### src/rtl/b64se_pkg.sv
// Shared types, codes and the character table of the Base64 stream encoder.
package b64se_pkg;

	typedef enum logic {
		OP_DATA  = 1'b0,
		OP_FLUSH = 1'b1
	} opcode_t;

	localparam logic [1:0] PHASE_FIRST  = 2'd0;
	localparam logic [1:0] PHASE_SECOND = 2'd1;
	localparam logic [1:0] PHASE_THIRD  = 2'd2;

	localparam logic [7:0] CHAR_PAD = 8'h3d;  // '='

	// Up to three characters made by one input item, in emit order.
	typedef struct packed {
		logic [1:0]      cnt;
		logic [2:0][7:0] ch;
	} char_group_t;

	function automatic logic [7:0] b64_char(input logic [5:0] v);
		logic [7:0] r;
		if (v < 6'd26) begin
			r = 8'h41 + {2'b00, v};
		end else if (v < 6'd52) begin
			r = 8'h61 + ({2'b00, v} - 8'd26);
		end else if (v < 6'd62) begin
			r = 8'h30 + ({2'b00, v} - 8'd52);
		end else if (v == 6'd62) begin
			r = 8'h2b;  // '+'
		end else begin
			r = 8'h2f;  // '/'
		end
		return r;
	endfunction

endpackage

### src/rtl/b64se_front.sv
// Front end: accepts items, tracks the group phase and builds character groups.
module b64se_front
	import b64se_pkg::*;
(
	input  logic        clk,
	input  logic        arst_n,
	input  logic        in_valid,
	output logic        in_stall,
	input  logic        opcode,
	input  logic [7:0]  data_byte,
	input  logic        q_full,
	output logic        q_push,
	output char_group_t q_entry
);

	logic [1:0] phase_q;
	logic [5:0] carry_q;
	logic [1:0] phase_nxt;
	logic [5:0] carry_nxt;
	logic       accept;

	assign in_stall = q_full;
	assign accept   = in_valid && !q_full;

	always_comb begin
		q_entry   = '0;
		phase_nxt = PHASE_FIRST;
		carry_nxt = '0;
		if (opcode_t'(opcode) == OP_DATA) begin
			case (phase_q)
				PHASE_SECOND: begin
					q_entry.cnt   = 2'd1;
					q_entry.ch[0] = b64_char(carry_q | {2'b00, data_byte[7:4]});
					carry_nxt     = {data_byte[3:0], 2'b00};
					phase_nxt     = PHASE_THIRD;
				end
				PHASE_THIRD: begin
					q_entry.cnt   = 2'd2;
					q_entry.ch[0] = b64_char(carry_q | {4'b0000, data_byte[7:6]});
					q_entry.ch[1] = b64_char(data_byte[5:0]);
				end
				default: begin
					q_entry.cnt   = 2'd1;
					q_entry.ch[0] = b64_char(data_byte[7:2]);
					carry_nxt     = {data_byte[1:0], 4'b0000};
					phase_nxt     = PHASE_SECOND;
				end
			endcase
		end else begin
			case (phase_q)
				PHASE_SECOND: begin
					q_entry.cnt   = 2'd3;
					q_entry.ch[0] = b64_char(carry_q);
					q_entry.ch[1] = CHAR_PAD;
					q_entry.ch[2] = CHAR_PAD;
				end
				PHASE_THIRD: begin
					q_entry.cnt   = 2'd2;
					q_entry.ch[0] = b64_char(carry_q);
					q_entry.ch[1] = CHAR_PAD;
				end
				default: begin
					q_entry.cnt = 2'd0;
				end
			endcase
		end
	end

	// A flush at a group boundary makes no characters: drop it here.
	assign q_push = accept && (q_entry.cnt != 2'd0);

	always_ff @(posedge clk or negedge arst_n) begin
		if (!arst_n) begin
			phase_q <= PHASE_FIRST;
			carry_q <= '0;
		end else if (accept) begin
			phase_q <= phase_nxt;
			carry_q <= carry_nxt;
		end
	end

	a_phase_legal: assert property (@(posedge clk) disable iff (!arst_n)
		phase_q != 2'd3) else $error("group phase reached unused code");
	a_carry_clear: assert property (@(posedge clk) disable iff (!arst_n)
		phase_q == PHASE_FIRST |-> carry_q == 6'd0)
		else $error("carried bits left at group start");

endmodule

### src/rtl/b64se_queue.sv
// Short register queue of character groups between front and back.
module b64se_queue
	import b64se_pkg::*;
#(
	parameter int DEPTH = 2
) (
	input  logic        clk,
	input  logic        arst_n,
	input  logic        push,
	input  char_group_t push_data,
	output logic        full,
	input  logic        pop,
	output logic        not_empty,
	output char_group_t head
);

	localparam int PTR_W = $clog2(DEPTH);
	localparam int CNT_W = $clog2(DEPTH + 1);

	char_group_t        slot_q [DEPTH];
	logic [PTR_W-1:0]   wr_ptr_q;
	logic [PTR_W-1:0]   rd_ptr_q;
	logic [CNT_W-1:0]   count_q;
	logic               do_push;
	logic               do_pop;

	assign full      = (count_q == CNT_W'(DEPTH));
	assign not_empty = (count_q != '0);
	assign head      = slot_q[rd_ptr_q];
	assign do_push   = push && !full;
	assign do_pop    = pop && not_empty;

	function automatic logic [PTR_W-1:0] ptr_inc(input logic [PTR_W-1:0] p);
		return (p == PTR_W'(DEPTH - 1)) ? '0 : p + 1'b1;
	endfunction

	always_ff @(posedge clk) begin
		if (do_push) begin
			slot_q[wr_ptr_q] <= push_data;
		end
	end

	always_ff @(posedge clk or negedge arst_n) begin
		if (!arst_n) begin
			wr_ptr_q <= '0;
			rd_ptr_q <= '0;
			count_q  <= '0;
		end else begin
			if (do_push) wr_ptr_q <= ptr_inc(wr_ptr_q);
			if (do_pop)  rd_ptr_q <= ptr_inc(rd_ptr_q);
			if (do_push && !do_pop) begin
				count_q <= count_q + 1'b1;
			end else if (do_pop && !do_push) begin
				count_q <= count_q - 1'b1;
			end
		end
	end

	a_count_bound: assert property (@(posedge clk) disable iff (!arst_n)
		count_q <= CNT_W'(DEPTH)) else $error("queue count over depth");

endmodule

### src/rtl/b64se_back.sv
// Back end: unpacks character groups into one output character per transfer.
module b64se_back
	import b64se_pkg::*;
(
	input  logic        clk,
	input  logic        arst_n,
	input  logic        q_not_empty,
	input  char_group_t q_head,
	output logic        q_pop,
	output logic        out_valid,
	input  logic        out_stall,
	output logic [7:0]  out_char,
	output logic        run_last
);

	char_group_t cur_q;
	logic        cur_valid_q;
	logic [1:0]  idx_q;
	logic        valid_q;
	logic [7:0]  char_q;
	logic        last_q;
	logic        load;
	logic        is_last;

	assign is_last = (idx_q == cur_q.cnt - 2'd1);
	assign load    = cur_valid_q && (!valid_q || !out_stall);
	assign q_pop   = q_not_empty && (!cur_valid_q || (load && is_last));

	assign out_valid = valid_q;
	assign out_char  = char_q;
	assign run_last  = last_q;

	always_ff @(posedge clk) begin
		if (load) begin
			char_q <= cur_q.ch[idx_q];
			last_q <= is_last;
		end
		if (q_pop) begin
			cur_q <= q_head;
		end
	end

	always_ff @(posedge clk or negedge arst_n) begin
		if (!arst_n) begin
			valid_q     <= 1'b0;
			cur_valid_q <= 1'b0;
			idx_q       <= '0;
		end else begin
			if (load) begin
				valid_q <= 1'b1;
			end else if (!out_stall) begin
				valid_q <= 1'b0;
			end
			if (q_pop) begin
				cur_valid_q <= 1'b1;
				idx_q       <= '0;
			end else if (load) begin
				if (is_last) begin
					cur_valid_q <= 1'b0;
					idx_q       <= '0;
				end else begin
					idx_q <= idx_q + 2'd1;
				end
			end
		end
	end

	a_group_nonempty: assert property (@(posedge clk) disable iff (!arst_n)
		cur_valid_q |-> (cur_q.cnt != 2'd0) && (idx_q < cur_q.cnt))
		else $error("character index outside group");

endmodule

### src/rtl/base64_stream_encoder.sv
// Top level of the streaming Base64 encoder.
//
// Streaming Base64 encoder, standard alphabet with '+' and '/' and '=' pad.
// Each input transfer carries one raw byte (opcode data) or a flush request
// (opcode flush); each output transfer carries one ASCII character, and
// run_last marks the last character made by an input item. A data byte makes
// one character at the first and second byte of a group and two at the
// third; a flush makes the pending character plus "==" or "=", or nothing at
// a group boundary, and starts a new group. The front end classifies an item
// in the cycle it is accepted and pushes its characters as one group into a
// short queue (QUEUE_DEPTH groups); the back end drains that queue through a
// registered output at one character per cycle while the output is not
// stalled. The output port sets the rate: an item takes output bandwidth
// for each character it makes, so a steady byte stream costs four output
// characters per three bytes. With the queue empty and the back end idle, a
// first character passes from a queue slot through the group register of
// the back end into its output register. Input is taken whenever the queue
// has room, also while a character waits on a stalled output.
module base64_stream_encoder
	import b64se_pkg::*;
#(
	parameter int QUEUE_DEPTH = 2
) (
	input  logic       clk,
	input  logic       arst_n,
	input  logic       in_valid,
	output logic       in_stall,
	input  logic       opcode,
	input  logic [7:0] data_byte,
	output logic       out_valid,
	input  logic       out_stall,
	output logic [7:0] out_char,
	output logic       run_last
);

	// Front to queue.
	logic        q_full;
	logic        q_push;
	char_group_t q_entry;

	// Queue to back.
	logic        q_not_empty;
	logic        q_pop;
	char_group_t q_head;

	b64se_front u_front (
		.clk       (clk),
		.arst_n    (arst_n),
		.in_valid  (in_valid),
		.in_stall  (in_stall),
		.opcode    (opcode),
		.data_byte (data_byte),
		.q_full    (q_full),
		.q_push    (q_push),
		.q_entry   (q_entry)
	);

	b64se_queue #(
		.DEPTH (QUEUE_DEPTH)
	) u_queue (
		.clk       (clk),
		.arst_n    (arst_n),
		.push      (q_push),
		.push_data (q_entry),
		.full      (q_full),
		.pop       (q_pop),
		.not_empty (q_not_empty),
		.head      (q_head)
	);

	b64se_back u_back (
		.clk         (clk),
		.arst_n      (arst_n),
		.q_not_empty (q_not_empty),
		.q_head      (q_head),
		.q_pop       (q_pop),
		.out_valid   (out_valid),
		.out_stall   (out_stall),
		.out_char    (out_char),
		.run_last    (run_last)
	);

	// Hold back input exactly when the queue is out of room.
	a_stall_on_full: assert property (@(posedge clk) disable iff (!arst_n)
		in_stall == q_full) else $error("input stall does not follow queue");

endmodule
### config.mk
export PLATFORM = sky130hd
export DESIGN_NAME = base64_stream_encoder
export DESIGN_NICKNAME = d
export VERILOG_FILES = /design/src/rtl/b64se_pkg.sv /design/src/rtl/b64se_front.sv /design/src/rtl/b64se_queue.sv /design/src/rtl/b64se_back.sv /design/src/rtl/base64_stream_encoder.sv
export SDC_FILE = /design/constraint.sdc
export NUM_CORES = 1
export LEC_CHECK = 0
export ABC_AREA = 1
export ABC_CLOCK_PERIOD_IN_PS = 2980
export BUFFER_PORTS_ARGS = -buffer_cell sky130_fd_sc_hd__buf_2
export CAP_MARGIN = 20
export CORE_MARGIN = 2
export CORE_UTILIZATION = 30
export CTS_CLUSTER_SIZE = 30
export DETAILED_ROUTE_END_ITERATION = 16
export HOLD_SLACK_MARGIN = 0.08
export RECOVER_POWER = 25
export SLEW_MARGIN = 20
export SYNTH_ARGS = -nofsm -noshare
export SYNTH_HDL_FRONTEND = slang
export SYNTH_SLANG_ARGS = --single-unit
### constraint.sdc
create_clock -name clk -period 2.98 [get_ports clk]
set_clock_uncertainty 0.05 [all_clocks]
set_input_delay 0.447 -clock clk [delete_from_list [all_inputs] [get_ports clk]]
set_output_delay 0.447 -clock clk [all_outputs]
set_load 0.01 [all_outputs]
==> metrics, run 1 <==
status=completed; actual slew at the worst max-slew pin=between 0.8 and 0.9 ns; Post-synth ARST share=17.5%; Yosys Warn Count=0; PostCTS Resize Cnt=0; initial core utilization=a little under a third; CP max FO=9; clk_lat worst skew=0.33 ns; CTS sink cnt=80; fmax=389 MHz; Root Driver=clkbuf_16; core area=about 0.018 mm²; wire length on met3=approximately 650 µm; startpoint types=flop; worst-case clock buffer depth=2; Die Area=0.0198 mm²; Pre-antenna DRT Iters=5; final net count=slightly below 800; CP required=around 3.0 ns; Total Routed Length=13.6 mm; Layout fillers=about 1900; number of flops mapped to enable cells by yosys=between 60 and 70; Fin Setup TNS=0 ns; RD Place Congestion=around 0.92; TritonCTS clock tree=built; initial antenna violation count=0; Fin. Hold Viols=0; WS Path Type=flop to flop; Chip Height=approximately 140 µm; critical path arrival=between 2 and 3 ns; Tightest Hold Check Type=input port to flop; mux cell area share after synthesis=0%; Post-Syn Nets=between 700 and 800; main combinational cell family by area after synthesis=simple AND/OR/NAND/NOR gates; drt wl/cell=between 10 and 15 µm; top_reg_cell synth=edfxtp_1; total grt overflow=0; RSZ-0062 raised after global routing=false; Synth Area in XOR/XNOR=under 10%; vias per cell=about 5; Pwr per Cell Area=just over 900 mW/mm²; top layer in use=met4; Post-Syn Area per Cell=7.99 µm²; Final Max Slew Viols=0; first-pass GRT wire length=approximately 22 mm; Adder-Cell Fraction of Synth Area=8.26%; width of the die=~140 µm; area of the mapped netlist=~0.0056 mm²; Ports=24; number of library cell types mapped by synthesis=45; DRC viols=0; Synth Area in Simple Gates=between 20% and 30%; Synth Area in Compound Gates=12.9%; sequential area share after synthesis=a little over 40%; vias in the first global route=between 4000 and 5000; static leakage=between 0.002 and 0.003 µW; Final Hold Slack=about 0.3 ns; final period utilization=between 80 and 90%; largest net degree at the start of global routing=21; dpl hpwl=10.3 mm; share of layout cells above drive strength 1=between 10 and 15%; number of diodes=0; final antenna-violating net count=0; crit path time final=around 2.6 ns; # rows=49; H-tree Lvls=3; maximum VDD drop=roughly 0.00031 V; P&R area growth vs syn=12.7%; Vias=around 4700; synthesized instance count=~700; Worst-path clk slew=roughly 0.06 ns; port buffer count=23; met1 WL=approximately 6.4 mm; overall routing resource usage=roughly 14%; flops & latches, synth=80; Num CTS Buffers=9; worst rel slew slack=between 40% and 50%; Max-Cap Viols=0; crit path capture type=flop; # setup viols final=0; DRT iter0 DRCs=435; met2 wire length=approximately 6.3 mm
[per-layer routing]
metal	vias up	track usage, %
met3	20	1.53
met4	0	4.95
met1	2159	19.2
li1	2378	-
met2	142	23.0
met5	-	0
[cells by family (layout without fill, tap and decap cells)]
group / Yosys count / count (layout)
and+or+nand+nor: 331 / 331
AOI/OAI and AO/OA: 130 / 130
buffers and inverters: 98 / 132
DFF: 80 / 80
adders and majority gates: 37 / 37
xor gates and xnor gates: 26 / 26
[cells in the final DEF (no fill, tap or decap), types with 3 or more instances in the layout]
| cell | n |
|---|---|
| a21oi_1 | 43 |
| a31oi_1 | 4 |
| buf_2 | 18 |
| buf_4 | 9 |
| clkbuf_1 | 5 |
| clkbuf_16 | 9 |
| dfrtp_1 | 14 |
| edfxtp_1 | 66 |
| ha_1 | 37 |
| inv_1 | 68 |
| inv_2 | 12 |
| nand2_1 | 192 |
| nand2_2 | 13 |
| nand3_1 | 38 |
| nor2_1 | 60 |
| nor2_2 | 5 |
| nor3_1 | 5 |
| o211ai_1 | 8 |
| o21ai_0 | 51 |
| o21ai_1 | 13 |
| or2_2 | 3 |
| xnor2_1 | 6 |
| xor2_1 | 20 |
[what timing repair did]
action / CTS / global route
hold buffers: 1 / 0
setup buffers: 0 / 0
endpoints found under the hold margin: 14 / 0
[path summary, 6_finish.rpt]
check	startpoint	to	slack, ns	depth (start not counted)
worst max register to register	u_front.carry_q[2]	u_queue.slot_q[0][4]	0.41	14
worst min-delay path	out_stall	u_back.out_valid	0.29	3
max in group asynchronous	arst_n	u_queue.count_q[0]	1.71	2
worst max-delay path	u_front.carry_q[2]	u_queue.slot_q[0][4]	0.41	14
min in group asynchronous	arst_n	u_queue.wr_ptr_q	0.67	2
worst min register to register	u_back.out_valid	u_back.out_valid	0.44	2
[cell usage after synthesis, types with 3 or more instances]
cell | number | share of area (%)
clkbuf_1 | 7 | 0.47
nand2_1 | 192 | 13
edfxtp_1 | 66 | 35
inv_2 | 12 | 0.80
xor2_1 | 20 | 3.1
nor2_2 | 5 | 0.56
nor3_1 | 5 | 0.45
a31oi_1 | 4 | 0.45
buf_6 | 3 | 0.60
inv_1 | 68 | 4.6
a21oi_1 | 43 | 3.8
ha_1 | 37 | 8.3
xnor2_1 | 6 | 0.94
nand2_2 | 13 | 1.5
nand3_1 | 38 | 3.4
o21ai_0 | 51 | 4.6
or2_2 | 3 | 0.33
buf_2 | 3 | 0.27
dfrtp_1 | 14 | 6.2
nor2_1 | 60 | 4.0
o211ai_1 | 8 | 1.1
o21ai_1 | 13 | 1.2
[worst max-delay path, stage by stage (launching register included)]
cell	delay [ns]
dfrtp_1	0.53
nor2_8	0.25
inv_1	0.11
ha_1	0.29
or2_2	0.33
nor2_2	0.13
nand3_2	0.09
nand2_1	0.09
nand2_1	0.05
nand2_1	0.06
nand2_1	0.04
nand2_1	0.07
nand2_1	0.06
nand2_1	0.06
nand2_1	0.09
[power by group]
group | total, µW | internal, µW | switching, µW
Combinational | 2470 | 792 | 1670
Sequential | 2110 | 1880 | 230
Clock | 1190 | 743 | 447
Total | 5770 | 3420 | 2350
[state kept, by name (all words and copies together), names as in the netlist]
signal              flops
u_front.phase_q         2
u_back.out_char         8
u_back.cur_q           19
u_back.cur_valid_q      1
u_queue.wr_ptr_q        1
u_back.run_last         1
u_back.out_valid        1
u_front.carry_q         4
u_queue.slot_q         38
u_queue.rd_ptr_q        1
u_queue.count_q         2
u_back.idx_q            2
[metrics by stage]
step	util, %	total power (µW)	std cells	instance area, µm²	worst slack [ns]
2_1_floorplan	-	3860	702	5610	0.678
3_3_place_gp	33.0	4580	948	5990	0.304
3_5_place_dp	33.0	4600	948	5990	0.307
4_1_cts	34.9	5800	965	6320	0.430
5_1_grt	34.8	6240	965	6320	0.197
6_report	34.8	5770	965	6320	0.411
[cell type report]
class	instances	area (µm²)	area share [%]
multi-input combinational	524	2870	45.4
inverter	83	314	4.97
sequential	80	2330	36.9
clock inverter	7	104	1.64
timing repair buffer	33	186	2.95
clock buffer	9	225	3.56
tap	229	287	4.53
Power figures use the tool's default switching activity.
==> run 2, diff against run 1 <==
--- a/config.mk
+++ b/config.mk
@@ -13,8 +13,10 @@
 export CORE_UTILIZATION = 30
 export CTS_CLUSTER_SIZE = 30
 export DETAILED_ROUTE_END_ITERATION = 16
+export GPL_TIMING_DRIVEN = 0
 export HOLD_SLACK_MARGIN = 0.08
 export RECOVER_POWER = 25
+export SKIP_LAST_GASP = 1
 export SLEW_MARGIN = 20
 export SYNTH_ARGS = -nofsm -noshare
 export SYNTH_HDL_FRONTEND = slang
==> run 2 against run 1 <==
Effect of this change: sequential power barely moved; clock power up 3%; sequential share of layout area decreased by 0.38 points; global-route usage is 0.39 points lower; count of clock-buffer cells in the layout is 1 higher; flip-flop and latch count unchanged; final area up 1.0%; first-iteration DRC count decreased by 31%; maximum frequency up 0.91%; register-to-register slack improved by 0.02 ns; cell count rose by 0.83%; wire length shrank 1.6%; critical path type unchanged.
==> metrics, run 2 (synthesis gave the netlist of run 1 again) <==
FF-to-FF setup slack=0.43 ns (+0.02 ns); Cells after DPL=956 (+0.84%); final net count=789 (+1.0%); largest net degree at the start of global routing=20 (-4.8%); Tightest Hold Check Type=input port to flop; # rows=49 (unchanged); Ports=24 (unchanged); status=completed; Final Non-Filler Cells=973 (+0.83%); final period utilization=85.4% (-0.77 points); Net Sw Frac=39.8% (-0.92 points); Root Driver=clkbuf_16; Gate power share=43.0% (+0.3 points); total grt overflow=0 (unchanged); Worst-path clk slew=0.06 ns (about the same); CTS sink cnt=80 (unchanged); most frequent cells in the layout=nand2_1 (192), inv_1 (68), edfxtp_1 (66); RSZ-0062 raised after global routing=false; initial core utilization=30.9% (unchanged); CP peak stage delay=0.53 ns (about the same); width of the die=141 µm (unchanged); Fin. Hold Viols=0 (unchanged); fmax=393 MHz (+0.91%); P&R area growth vs syn=13.9%; Power, Total=5820 µW (+0.84%); TritonCTS clock tree=built; port buffer count=23 (unchanged); share of layout cells above drive strength 1=12.5% (+0.14 points); area of the multi-input gates=0.00288 mm² (+0.17%); DRT iter0 DRCs=302 (-31%); placed cell area=0.00604 mm² (+0.84%); max FFs per register=38 (unchanged); Chip Height=141 µm (unchanged); worst r2r dst=u_queue.slot_q[1][4]; CP max FO=9 (unchanged); RD Place Congestion=0.894 (-2.5%); switching pwr=2320 µW (-1.4%); Max-Cap Viols=0 (unchanged); CP required=2.99 ns (about the same); Final Max Slew Viols=0 (unchanged); Vias=4706 (+0.15%); WS Path Type=flop to flop; number of diodes=0 (unchanged); DRC viols=0 (unchanged); slowest CP cell=dfrtp_1; first-pass GRT wire length=21.8 mm (-2.3%); Hold Crit Depth=3 (unchanged); actual slew at the worst max-slew pin=0.829 ns (+0.0272 ns); crit-path cells=nor2_8, inv_1, ha_1, or2_2, nor2_2, nand3_2, nand2_1, nand2_1, nand2_1, nand2_1, nand2_1, nand2_1, nand2_1, nand2_1; most common cell after layout, fill and taps aside=nand2_1; startpoint types=flop; static leakage=0.00288 µW (+1.0%); Fin Setup TNS=0 ns (unchanged); # setup viols final=0 (unchanged); WHS Endpoint=u_back.out_valid; Seq. cell area=0.00233 mm² (unchanged); dpl hpwl=10.4 mm (+1.4%); maximum VDD drop=0.000309 V (-1.8%); vias per cell=4.84 (-0.67%); P_int=3500 µW (+2.4%); r2r worst-path depth=14 (unchanged); initial antenna violation count=0 (unchanged); Layout fillers=1918 (+2.9%); core area=0.0181 mm² (unchanged); Final Instance Area=0.00638 mm² (+1.0%); Pwr per Cell Area=911 mW/mm² (-0.21%); crit path capture type=flop; Final Util=35.2% (+0.37 points); share of power burned in registers=35.8% (-0.8 points); Pre-antenna DRT Iters=5 (unchanged); drt wl/cell=13.7 µm (-2.4%); final antenna-violating net count=0 (unchanged); part of the power in the clock network=21.2% (+0.6 points); H-tree Lvls=3 (unchanged); overall routing resource usage=13.6% (-0.39 points); Die Area=0.0198 mm² (unchanged); Hold Startpoint=out_stall; vias in the first global route=4446 (+0.34%); clk_lat worst skew=0.33 ns (about the same); crit path time final=2.55 ns (-0.0231 ns); Total Routed Length=13.3 mm (-1.6%); critical path arrival=2.56 ns (-0.02 ns); worst-case clock buffer depth=2 (unchanged); worst rel slew slack=44.8% (-1.8 points); Reg with most FFs=u_queue.slot_q; Top cell by count, worst path=nand2_1; Num CTS Buffers=9 (unchanged); reg2reg start=u_front.carry_q[2]
## run 2: cell count changes in the layout (fill, tap and decap cells not counted), sizes merged
cell	delta
inv	-1
clkinv	+1
bufinv	+1
buf	+1
clkinvlp	-2
clkbuf	+8
## run 2: layout make-up
| cell class | instances | share of cell area (%) |
|---|---|---|
| repair buffers | 26 | 2.23 |
| clock buffers | 10 | 3.59 |
| multi-input cells | 524 | 45.0 |
| plain buffers | 15 | 1.39 |
| flip-flops and latches | 80 | 36.5 |
| inverters | 83 | 4.92 |
| well taps | 229 | 4.49 |
| clock inverters | 6 | 1.82 |
## run 2: per-stage QoR
| stage | hold slack (ns) | setup slack, ns |
|---|---|---|
| 2_1_floorplan | 0.101 | 0.678 |
| 4_1_cts | 0.287 | 0.441 |
| 3_5_place_dp | 0.323 | 0.222 |
| 5_1_grt | 0.330 | 0.159 |
| 6_report | 0.298 | 0.434 |
| 3_3_place_gp | 0.323 | 0.0239 |
## run 2: what timing repair did
action / 4_1_cts / 5_1_grt
hold buffers: 1 / 0
endpoints found under the hold margin: 14 / 0
setup endpoints to repair: 0 / 0
gates resized for setup: 0 / 0
buffers inserted: 0 / 0
## run 2: critical path, delay by kind of cell, from the launching register on
kind	cells	cell delay [ns]
and+or+nand+nor	12	1.31
DFF	1	0.53
buffers and inverters	1	0.11
adders and majority gates	1	0.29
## run 2: power by group through the flow
stage,clock network [µW],registers (µW),logic [µW]
3_5_place_dp,0,2100,2500
5_1_grt,1300,2130,2840
6_report,1230,2080,2500
3_3_place_gp,0,2100,2450
4_1_cts,1250,2080,2510
2_1_floorplan,0,2090,1770
## run 2: how the worst max path moves through the flow
stage | startpoint | to | slack [ns]
after CTS | u_front.carry_q[2] | u_queue.slot_q[1][4] | 0.44
after global placement | u_front.phase_q[0] | u_queue.slot_q[1][15] | 0.02
final | u_front.carry_q[2] | u_queue.slot_q[1][4] | 0.43
after global routing | u_queue.count_q[0] | u_queue.count_q[1] | 0.16
after floorplan | u_front.phase_q[0] | u_queue.slot_q[1][0] | 0.68
after detailed placement | data_byte[3] | u_queue.slot_q[0][14] | 0.22
## run 2: metal layers
layer	GRT usage [%]	routed length [µm]	vias to the layer above
met2	22.8	6280	121
li1	-	-	2386
met4	4.74	224	0
met3	0.985	550	18
met5	0	0	-
met1	18.6	6300	2181
